**src/rtl/afg_pkg.sv**
```systemverilog
// Shared types, widths and codes of the audio frame FIFO with gain.
`default_nettype none

package afg_pkg;

  // Store geometry
  localparam int FRAME_DEPTH  = 1024;
  localparam int MAX_CHANNELS = 2;
  localparam int MAX_BURST    = 64;

  // Field widths
  localparam int SAMPLE_W = 24;
  localparam int GAIN_W   = 16;
  localparam int FRAC_W   = 14;
  localparam int OP_W     = 3;
  localparam int COUNT_W  = 7;
  localparam int FILL_W   = 11;
  localparam int STATUS_W = 2;
  localparam int CHAN_W   = 2;

  // Derived widths
  localparam int PTR_W  = $clog2(FRAME_DEPTH);
  localparam int CNT_W  = $clog2(FRAME_DEPTH + 1);
  localparam int CMP_W  = ((CNT_W > COUNT_W) ? CNT_W : COUNT_W) + 1;
  localparam int PROD_W = SAMPLE_W + GAIN_W;
  localparam int WORD_W = MAX_CHANNELS * SAMPLE_W;

  localparam logic [CHAN_W-1:0] CHAN_RESET = CHAN_W'(2);

  typedef logic signed [SAMPLE_W-1:0] sample_t;
  typedef logic signed [GAIN_W-1:0]   gain_t;
  typedef logic [PTR_W-1:0]           ptr_t;
  typedef logic [CNT_W-1:0]           cnt_t;
  typedef logic [WORD_W-1:0]          word_t;

  // Operation codes of a request
  typedef enum logic [OP_W-1:0] {
    OP_PUSH  = 3'd0,
    OP_POP   = 3'd1,
    OP_ZERO  = 3'd2,
    OP_SCALE = 3'd3,
    OP_PAN   = 3'd4,
    OP_FLUSH = 3'd5
  } op_e;

  // Result status codes
  typedef enum logic [STATUS_W-1:0] {
    STAT_OK    = 2'd0,
    STAT_SHORT = 2'd1,
    STAT_OVF   = 2'd2
  } status_e;

  // Sequencer states
  typedef enum logic [2:0] {
    S_IDLE,
    S_ZERO,
    S_POP_RD,
    S_POP_OUT,
    S_WALK,
    S_RESP
  } state_e;

endpackage

`default_nettype wire

```
**src/rtl/afg_gain.sv**
```systemverilog
// One gain lane: registered Q1.23 x Q2.14 product, then round half up and saturate.
`default_nettype none

module afg_gain (
  input  wire logic             clk_i,
  input  wire afg_pkg::sample_t sample_i,
  input  wire afg_pkg::gain_t   gain_i,
  output afg_pkg::sample_t      sample_o
);

  localparam int RND_W = afg_pkg::PROD_W + 1;
  localparam logic signed [RND_W-1:0] ROUND_BIAS = RND_W'(2 ** (afg_pkg::FRAC_W - 1));
  localparam logic signed [RND_W-1:0] SAT_HI = RND_W'(2 ** (afg_pkg::SAMPLE_W - 1) - 1);
  localparam logic signed [RND_W-1:0] SAT_LO = -RND_W'(2 ** (afg_pkg::SAMPLE_W - 1));

  logic signed [afg_pkg::PROD_W-1:0] sample_x;
  logic signed [afg_pkg::PROD_W-1:0] gain_x;
  logic signed [afg_pkg::PROD_W-1:0] prod_d;
  logic signed [afg_pkg::PROD_W-1:0] prod_q;
  logic signed [RND_W-1:0]           rnd;
  logic signed [RND_W-1:0]           shifted;

  // Multiply, one register stage
  assign sample_x = afg_pkg::PROD_W'(sample_i);
  assign gain_x   = afg_pkg::PROD_W'(gain_i);
  assign prod_d   = sample_x * gain_x;

  always_ff @(posedge clk_i) begin
    prod_q <= prod_d;
  end

  // Round half up, floor shift, clamp to Q1.23
  assign rnd     = RND_W'(prod_q) + ROUND_BIAS;
  assign shifted = rnd >>> afg_pkg::FRAC_W;

  always_comb begin
    if (shifted > SAT_HI) begin
      sample_o = SAT_HI[afg_pkg::SAMPLE_W-1:0];
    end else if (shifted < SAT_LO) begin
      sample_o = SAT_LO[afg_pkg::SAMPLE_W-1:0];
    end else begin
      sample_o = shifted[afg_pkg::SAMPLE_W-1:0];
    end
  end

endmodule

`default_nettype wire

```
**config.mk**
```make
export PLATFORM = sky130hd
export DESIGN_NAME = afg_gain
export DESIGN_NICKNAME = d
export VERILOG_FILES = /design/src/rtl/afg_pkg.sv /design/src/rtl/afg_gain.sv
export SDC_FILE = /design/constraint.sdc
export NUM_CORES = 1
export LEC_CHECK = 0
export ABC_AREA = 1
export BUFFER_PORTS_ARGS = -buffer_cell sky130_fd_sc_hd__buf_2
export CAP_MARGIN = 10
export CORE_ASPECT_RATIO = 0.75
export CORE_UTILIZATION = 40
export CTS_CLUSTER_DIAMETER = 200
export DETAILED_ROUTE_END_ITERATION = 8
export PLACE_DENSITY = 0.66
export SLEW_MARGIN = 20
export SYNTH_ARGS = -nofsm -noshare
export SYNTH_HDL_FRONTEND = slang
export SYNTH_SLANG_ARGS = --single-unit
```
**constraint.sdc**
```tcl
create_clock -name clk_i -period 16.9 [get_ports clk_i]
set_input_delay 1.69 -clock clk_i [delete_from_list [all_inputs] [get_ports clk_i]]
set_output_delay 1.69 -clock clk_i [all_outputs]
set_load 0.05 [all_outputs]
```
==> results_dict.tcl <==
set metrics [dict create \
    wl_mm 40.6 \
    max_freq_mhz 132 \
    wl_met2_mm 19.0 \
    cts_hold_buf 0 \
    grt_pass1_vias 13800 \
    cp.required_ps 17060 \
    drc 0 \
    met3_length_mm 2.04 \
    drtIter0Drc 884 \
    ys_ff_latch 27 \
    hold_viol 0 \
    final_cell_mix "inv_1 (698), nand2_1 (601), fa_1 (373)" \
    synth_ff_type "dfxtp_1" \
    top_layer "met4" \
    netlist_top_cells_area "fa_1 (46%), inv_1 (16%), nand2_1 (14%)" \
    synth_top_area_cell "fa_1" \
    port_buffers 64 \
    fin_crit_sh_pct 44.7 \
    layout_commonest_cell "inv_1" \
    diodes 0 \
    hpwl_mm 35.7 \
    syn_area_um2 16300 \
    io_pins 65 \
    wl_met1_mm 18.9 \
    numCtsBuffers 3 \
    synth-edff-count 0 \
    first_pass_iters 5 \
    arrival_ps 7720 \
    post-route-min-period_ps 7560 \
    wire_per_inst_um 14.9 \
    seq_area_frac_synth_pct 3.31 \
    drive_gt1_share_pct 4.57 \
    ant_nets 0 \
    nets 2721 \
    final.setup.worst_slack_ps 9340 \
    ys_types 36 \
    largest_reg_flops 27 \
    track_usage_pct 21.0 \
    cts_resized 0 \
    synthArstFlopShare_pct 0 \
    min_path_type "primary input to register" \
    fp-row-count 63 \
    root_buffer "clkbuf_16" \
    max_flop_register "prod_q" \
    dpl_worst_slack_ps 9120 \
    grt_max_degree 26 \
    area_delta_synth_final_pct 4.54 \
    crit_path_start_kind "primary input" \
    start_util_pct 40.9 \
    yosysTopAreaCellShare_pct 45.8 \
    reg_top3 "prod_q (27)" \
    dieArea_um2 41600 \
    final.setup.tns_ps 0 \
    antenna_found_initial 0 \
    dpl.cell_count 2726 \
    viasPerCell 4.81 \
    crit_type "primary input to register" \
    chipHeight_um 177 \
    worstPathMaxFanout 25 \
    vias 13100 \
    htree_levels 1 \
    worst_pin_slew_ps 935 \
    synthCells 2218 \
    avgSynthCellArea_um2 7.35 \
    endpoint_kind "register" \
    max-cap-violations 0 \
    postCtsSetupBuffers 0 \
    rsz0062_at_grt "no" \
    routabilityCongestion 0.925 \
    slew_viol_final 0 \
    path_clk_slew_ps 60 \
    relSlewSlack_pct 37.6 \
    clockBufferDepth 2 \
    grt_pass1_wl_mm 70.2 \
    die_w_um 235 \
    final_cells 2730 \
    cts.sinks 27 \
    coreArea_um2 39900 \
    setup_viol 0 \
    overflow 0 \
    ys_warn_count 0 \
    status "complete, no violations" \
    cts_tree "yes" \
    syn_nets 2728 \
]
worst paths after layout:
check	startpoint	endpoint	slack [ps]	depth (start not counted)
max	gain_i[15]	prod_q[37]$_DFF_P_	9340	22
min	sample_i[0]	prod_q[20]$_DFF_P_	2360	7
metrics by stage:
| stage | util [%] | instance area, um^2 | hold slack [ps] |
|---|---|---|---|
| 2_1_floorplan | - | 16300 | 2150 |
| 4_1_cts | 42.8 | 17100 | 2360 |
| 3_3_place_gp | 42.6 | 17000 | 2400 |
| 5_1_grt | 42.8 | 17100 | 2420 |
| 6_report | 42.8 | 17100 | 2360 |
| 3_5_place_dp | 42.6 | 17000 | 2420 |
synth_stat cells (all sizes together) (5+ instances only):
| master | instances |
|---|---|
| clkbuf | 71 |
| nand3 | 34 |
| a21o | 9 |
| xnor2 | 18 |
| inv | 701 |
| nand4 | 10 |
| nor2 | 109 |
| or2 | 6 |
| o21ai | 27 |
| buf | 5 |
| a21oi | 46 |
| nand2 | 613 |
| ha | 96 |
| xor2 | 29 |
| nor3 | 27 |
| fa | 373 |
| dfxtp | 27 |
cell type report:
type                    count  area (um^2)
fillers                  4136        22800
multi-input cells        1414        12800
inverters                 701         2630
well taps                 520          651
flip-flops and latches     27          541
repair buffers             64          320
clock buffers               4         78.8
critical path, cell delays in order:
cell,delay [ps]
buf_2,70
inv_1,370
or2_2,470
fa_1,550
inv_1,60
fa_1,530
inv_1,50
fa_1,500
fa_1,560
inv_1,60
fa_1,530
inv_1,50
fa_1,530
inv_1,40
ha_1,410
nand2_1,170
nor2_1,220
nand2_1,130
nor2_1,200
nand4_1,270
nand4_1,180
nand2_1,60
per-layer routing:
layer | vias up | global-route usage [%]
met5 | - | 0
met4 | 0 | 3.70
met3 | 45 | 1.47
met2 | 373 | 35.2
met1 | 6534 | 30.1
li1 | 6167 | -
logic make-up (layout without fill, tap and decap cells):
logic type | Yosys count | after routing | synth area share [%]
flip-flops | 27 | 27 | 3.31
XOR/XNOR | 47 | 47 | 2.52
AO/OA/AOI/OAI | 94 | 94 | 3.18
adder cells (fa/ha/maj) | 469 | 469 | 53.1
buffers and inverters | 777 | 769 | 18.0
AND/OR/NAND/NOR | 804 | 804 | 19.8
Power is left out: the tool's default activity adds up to more than one toggle a clock period on the data nets, which glitch-free logic cannot reach.
